--- config.mk ---
export PLATFORM = sky130hd
export DESIGN_NAME = bsa_ctrl
export DESIGN_NICKNAME = d
export VERILOG_FILES = /design/src/hdl/bsa_pkg.sv /design/src/hdl/bsa_ctrl.sv
export SDC_FILE = /design/constraint.sdc
export NUM_CORES = 1
export LEC_CHECK = 0
export BUFFER_PORTS_ARGS = -buffer_cell sky130_fd_sc_hd__buf_2
export CAP_MARGIN = 20
export CORE_AREA = 10 10 47 49
export DETAILED_ROUTE_END_ITERATION = 8
export DIE_AREA = 0 0 57 59
export HOLD_SLACK_MARGIN = 0.15
export PLACE_DENSITY = 0.49
export SLEW_MARGIN = 25
export SYNTH_ARGS = -nofsm -noshare
export SYNTH_HDL_FRONTEND = slang
export SYNTH_SLANG_ARGS = --single-unit
--- constraint.sdc ---
create_clock -name clock -period 1.3 [get_ports clock]
set_clock_uncertainty 0.05 [all_clocks]
set_input_delay 0.13 -clock clock [delete_from_list [all_inputs] [get_ports clock]]
set_output_delay 0.13 -clock clock [all_outputs]
set_load 0.02 [all_outputs]
--- src/hdl/bsa_pkg.sv ---
// shared types, status codes and default sizes for the bitmap slot allocator
package bsa_pkg;

   // default sizes
   localparam int SLOTS_DEFAULT        = 256;
   localparam int WORD_BITS_DEFAULT    = 64;
   localparam int PAYLOAD_BITS_DEFAULT = 32;

   // fixed port widths
   localparam int OP_W      = 1;
   localparam int IN_PAY_W  = 32;
   localparam int ID_W      = 8;
   localparam int STATUS_W  = 2;
   localparam int COUNT_W   = 8;

   // operation codes
   localparam logic [OP_W-1:0] OP_ACQUIRE = 1'b0;
   localparam logic [OP_W-1:0] OP_RELEASE = 1'b1;

   // result status codes
   localparam logic [STATUS_W-1:0] STATUS_OK       = 2'd0;
   localparam logic [STATUS_W-1:0] STATUS_FULL     = 2'd1;
   localparam logic [STATUS_W-1:0] STATUS_NOT_BUSY = 2'd2;
   localparam logic [STATUS_W-1:0] STATUS_INVALID  = 2'd3;

   // commands from the controller to the datapath
   typedef struct packed {
      logic clear;      // clearing pass writes one bitmap word
      logic load;       // transfer accepted, capture request
      logic scan;       // issue next bitmap read, check previous word
      logic grant;      // mark slot busy and store payload
      logic rel_read;   // read bitmap word and payload of release id
      logic rel_check;  // decide release outcome and write back
   } bsa_cmd_type;

   // status from the datapath to the controller
   typedef struct packed {
      logic clr_last;   // clearing pass is at the last word
      logic chk_valid;  // a bitmap word is ready to be checked
      logic found;      // checked word holds a free slot
      logic chk_last;   // checked word is the last word
   } bsa_stat_type;

endpackage

--- src/hdl/bsa_ctrl.sv ---
// sequencing state machine of the bitmap slot allocator
module bsa_ctrl (
   input  logic                 clock,
   input  logic                 reset,
   input  logic                 start,
   input  logic [0:0]           req_op,
   input  bsa_pkg::bsa_stat_type stat,
   output bsa_pkg::bsa_cmd_type  cmd,
   output logic                 busy,
   output logic                 rsp_valid
);

   localparam logic [2:0] ST_CLEAR    = 3'd0;
   localparam logic [2:0] ST_IDLE     = 3'd1;
   localparam logic [2:0] ST_SCAN     = 3'd2;
   localparam logic [2:0] ST_GRANT    = 3'd3;
   localparam logic [2:0] ST_REL_RD   = 3'd4;
   localparam logic [2:0] ST_REL_CHK  = 3'd5;

   logic [2:0] state_ff;
   logic [2:0] state_in;
   logic       rsp_valid_ff;
   logic       rsp_valid_in;
   logic       scan_full;

   // commands decoded from the state
   always_comb begin
      cmd           = '0;
      cmd.clear     = (state_ff == ST_CLEAR);
      cmd.load      = (state_ff == ST_IDLE) && start;
      cmd.scan      = (state_ff == ST_SCAN);
      cmd.grant     = (state_ff == ST_GRANT);
      cmd.rel_read  = (state_ff == ST_REL_RD);
      cmd.rel_check = (state_ff == ST_REL_CHK);
   end

   assign scan_full = (state_ff == ST_SCAN) && stat.chk_valid && !stat.found && stat.chk_last;

   // next state
   always_comb begin
      state_in = state_ff;
      case (state_ff)
         ST_CLEAR: begin
            if (stat.clr_last) begin
               state_in = ST_IDLE;
            end
         end
         ST_IDLE: begin
            if (start) begin
               state_in = (req_op == bsa_pkg::OP_RELEASE) ? ST_REL_RD : ST_SCAN;
            end
         end
         ST_SCAN: begin
            if (stat.chk_valid && stat.found) begin
               state_in = ST_GRANT;
            end else if (scan_full) begin
               state_in = ST_IDLE;
            end
         end
         ST_GRANT:   state_in = ST_IDLE;
         ST_REL_RD:  state_in = ST_REL_CHK;
         ST_REL_CHK: state_in = ST_IDLE;
         default:    state_in = ST_IDLE;
      endcase
   end

   // result strobe follows the deciding cycle
   assign rsp_valid_in = scan_full || (state_ff == ST_GRANT) || (state_ff == ST_REL_CHK);

   always_ff @(posedge clock) begin
      if (reset) begin
         state_ff     <= ST_CLEAR;
         rsp_valid_ff <= 1'b0;
      end else begin
         state_ff     <= state_in;
         rsp_valid_ff <= rsp_valid_in;
      end
   end

   assign busy      = (state_ff != ST_IDLE);
   assign rsp_valid = rsp_valid_ff;

   // an accepted transfer always leaves idle
   a_accept_busy: assert property (@(posedge clock) disable iff (reset)
      (start && !busy) |=> busy)
      else $error("accepted transfer did not start work");

   // one strobe per item, never back to back
   a_single_strobe: assert property (@(posedge clock) disable iff (reset)
      rsp_valid_ff |=> !rsp_valid_ff)
      else $error("result strobe held for two cycles");

   // a result is only shown once the work is done
   a_strobe_idle: assert property (@(posedge clock) disable iff (reset)
      rsp_valid_ff |-> (state_ff == ST_IDLE))
      else $error("result strobe while still working");

endmodule

==> impl_results.md <==
* Clock Path Buffers at 2
* Vias after detailed routing at between 300 and 400
* Share of total power in combinational logic at 0.400
* HPWL after detailed placement at roughly 730 um
* Area of the mapped netlist at roughly 290 um2
* CP Class: flip-flop to output pin
* Drt total wl at 1.07 mm
* Final Instance Area at between 500 and 600 um2
* Inserted Clock Buffers at 3
* Minimum clock period at around 1.3 ns
* Syn avg cell area at approximately 8.7 um2
* Unrepaired setup endpoints after global routing: yes
* I/O Buffers at 15
* EDFF count, synth at 0
* Finished Core Util at 0.413
* Placed cell area at slightly above 400 um2
* Max Slew Vio Count at 0
* Core area at around 1400 um2
* P_sw at 0.139 mW
* Initial antenna violation count at 0
* CTS H-tree depth at 1
* First-pass GRT wire length at 1.60 mm
* Synth Flop Type: dfxtp_1
* DR vias/cell at roughly 4.5
* Crit path DAT at between 1 and 1.5 ns
* Diode count at 0
* GR Overflow Total at 0
* DRT iter0 DRCs at 2
* Largest net degree at the start of global routing at 7
* Share of the synthesized area in the top cell type at 0.279
* DRT Pass-1 Iters at 4
* DRC viols at 0
* Tot GR Track Use at 0.0613
* Area contributors post-synth: dfxtp_1 28%, a21oi_1 7.0%, and3b_2 7.0%
* CTS sink count at 4
* Final hold violation count at 0
* Top cells by count, synth: 4 x a21oi_1, 4 x dfxtp_1
* Synthesis-to-layout area growth at 102%
* Ports at 16
* Fmax at 0.760 GHz
* Outcome: finished with violations
* PwrDens at 830 nW/um2
* Leakage at between 0.2 and 0.3 nW
* Post-synthesis async set-or-reset flop share at 0
* Routability congestion estimate at 0.696
* Setup slack after layout at -0.0152 ns
* Net Sw Frac at 0.289
* Worst Tran Pin Value at 0.237 ns
* Flops & latches, synth at 4
* Die W at approximately 57 um
* Hold Path Class: input port to flip-flop
* Worst-path clk slew at about 0.04 ns
* Worst Path Max Fanout at 4
* Clock power share at 0.313
* DIE AREA at between 3000 and 4000 um2
* CP startpoint kind: flip-flop
* P_int at about 0.34 mW
* Wire per inst at ~14 um
* Failing checks: setup timing
* IR drop worst, VDD at roughly 0.37 mV
* CTS tree: built
* Period utilization at 1.01
* Initial Util at 0.204
* Post-synth top area cell: dfxtp_1
* CP Capture Type: output pin
* Sequential-to-total area share from yosys stat at 0.279
* Setup violators final at 1
* Relative slew margins at 0.842
* Ratio of cells with drive above 1 in the final layout at 0.661
* Crit path required time at about 1.1 ns
* Sequential share of power at 0.287
* Vias in the first global route at approximately 370
* Setup slack, reg-to-reg at ~0.070 ns
* Cells after Synth at 33
* Rows at 14
* Synth Net Count at 41
* Synth unique cells at 21
* Die Y at about 60 um
* DRT antenna net count at 0
* Max cap viols at 0
* Synthesis warning total at 0
* CTS Root Cell: clkbuf_4
* FILL cells at 160
* Post-layout nets at a little over 70
* Clock latency on the worst-skew pair at between 0.2 and 0.25 ns
[worst paths after layout]
check                            from                  endpoint  cells after the start
min reg2reg  state_ff[1]$_SDFFE_PP0P_      rsp_valid$_SDFF_PP0_                      3
max reg2reg  state_ff[1]$_SDFFE_PP0P_  state_ff[1]$_SDFFE_PP0P_                      4
max          state_ff[2]$_SDFFE_PP0P_                    cmd[1]                      3
min                           stat[0]      rsp_valid$_SDFF_PP0_                      3
[flip-flops by register name, indices dropped and copies added, names as in the netlist]
signal     flops
state_ff       3
rsp_valid      1
[cells in the final DEF (no fill, tap or decap), types with 2 or more instances in the layout]
master / count
nor3b_4: 2
buf_2: 7
dlygate4sd3_1: 4
and3b_2: 2
clkbuf_4: 3
buf_4: 14
a21oi_1: 3
dfxtp_4: 3
buf_6: 4
nor2_1: 2
[power groups by stage]
stage	combinational [mW]	clock, mW	sequential [mW]
2_1_floorplan	0.0823	0	0.135
6_report	0.192	0.150	0.138
5_1_grt	0.210	0.177	0.139
3_3_place_gp	0.120	0	0.142
4_1_cts	0.159	0.160	0.139
3_5_place_dp	0.120	0	0.142
[area by class of cell]
type	count	area (um2)	share of cell area
repair buffers	29	225	0.389
flip-flops and latches	4	91.3	0.158
well taps	16	20.0	0.0346
clock buffers	3	22.5	0.0389
inverters	2	7.51	0.0130
multi-input cells	24	213	0.367
[worst max-delay path, stage by stage, from the launching register on]
cell and delay [ns]:
dfxtp_4 0.37, buf_4 0.14, nor3b_4 0.24, buf_6 0.16
[metal layers]
layer	wire length [um]	share of wire	up-vias	track usage
li1	-	-	176	-
met1	373	0.35	157	0.0485
met2	552	0.52	16	0.102
met3	139	0.13	0	0.0494
met4	0	0	0	0.0403
met5	0	0	-	0
[stage by stage]
step / hold WS (ns) / power [mW] / setup TNS (ns) / cells / worst slack, ns
2_1_floorplan: 0.149 / 0.217 / 0 / 33 / 0.0386
3_3_place_gp: 0.305 / 0.261 / 0 / 66 / 0.0481
3_5_place_dp: 0.308 / 0.262 / 0 / 66 / 0.0133
4_1_cts: 0.153 / 0.459 / -0.00428 / 76 / -0.00428
5_1_grt: 0.156 / 0.526 / -0.211 / 78 / -0.0551
6_report: 0.153 / 0.481 / -0.0152 / 78 / -0.0152
[logic make-up after synthesis]
logic type	share of synthesized area
AND/OR/NAND/NOR	0.371
multiplexers	0.0349
flip-flops	0.279
XOR/XNOR	0.0306
buffers and inverters	0.118
AO/OA/AOI/OAI	0.166
[repair_timing]
item	in CTS	in global routing
gates resized for setup	12	12
pin swaps	1	7
setup buffers	3	3
endpoints found under the hold margin	3	0
hold buffers	4	0
cloned	0	0
setup endpoints to repair	7	8
Power figures use the tool's default switching activity.
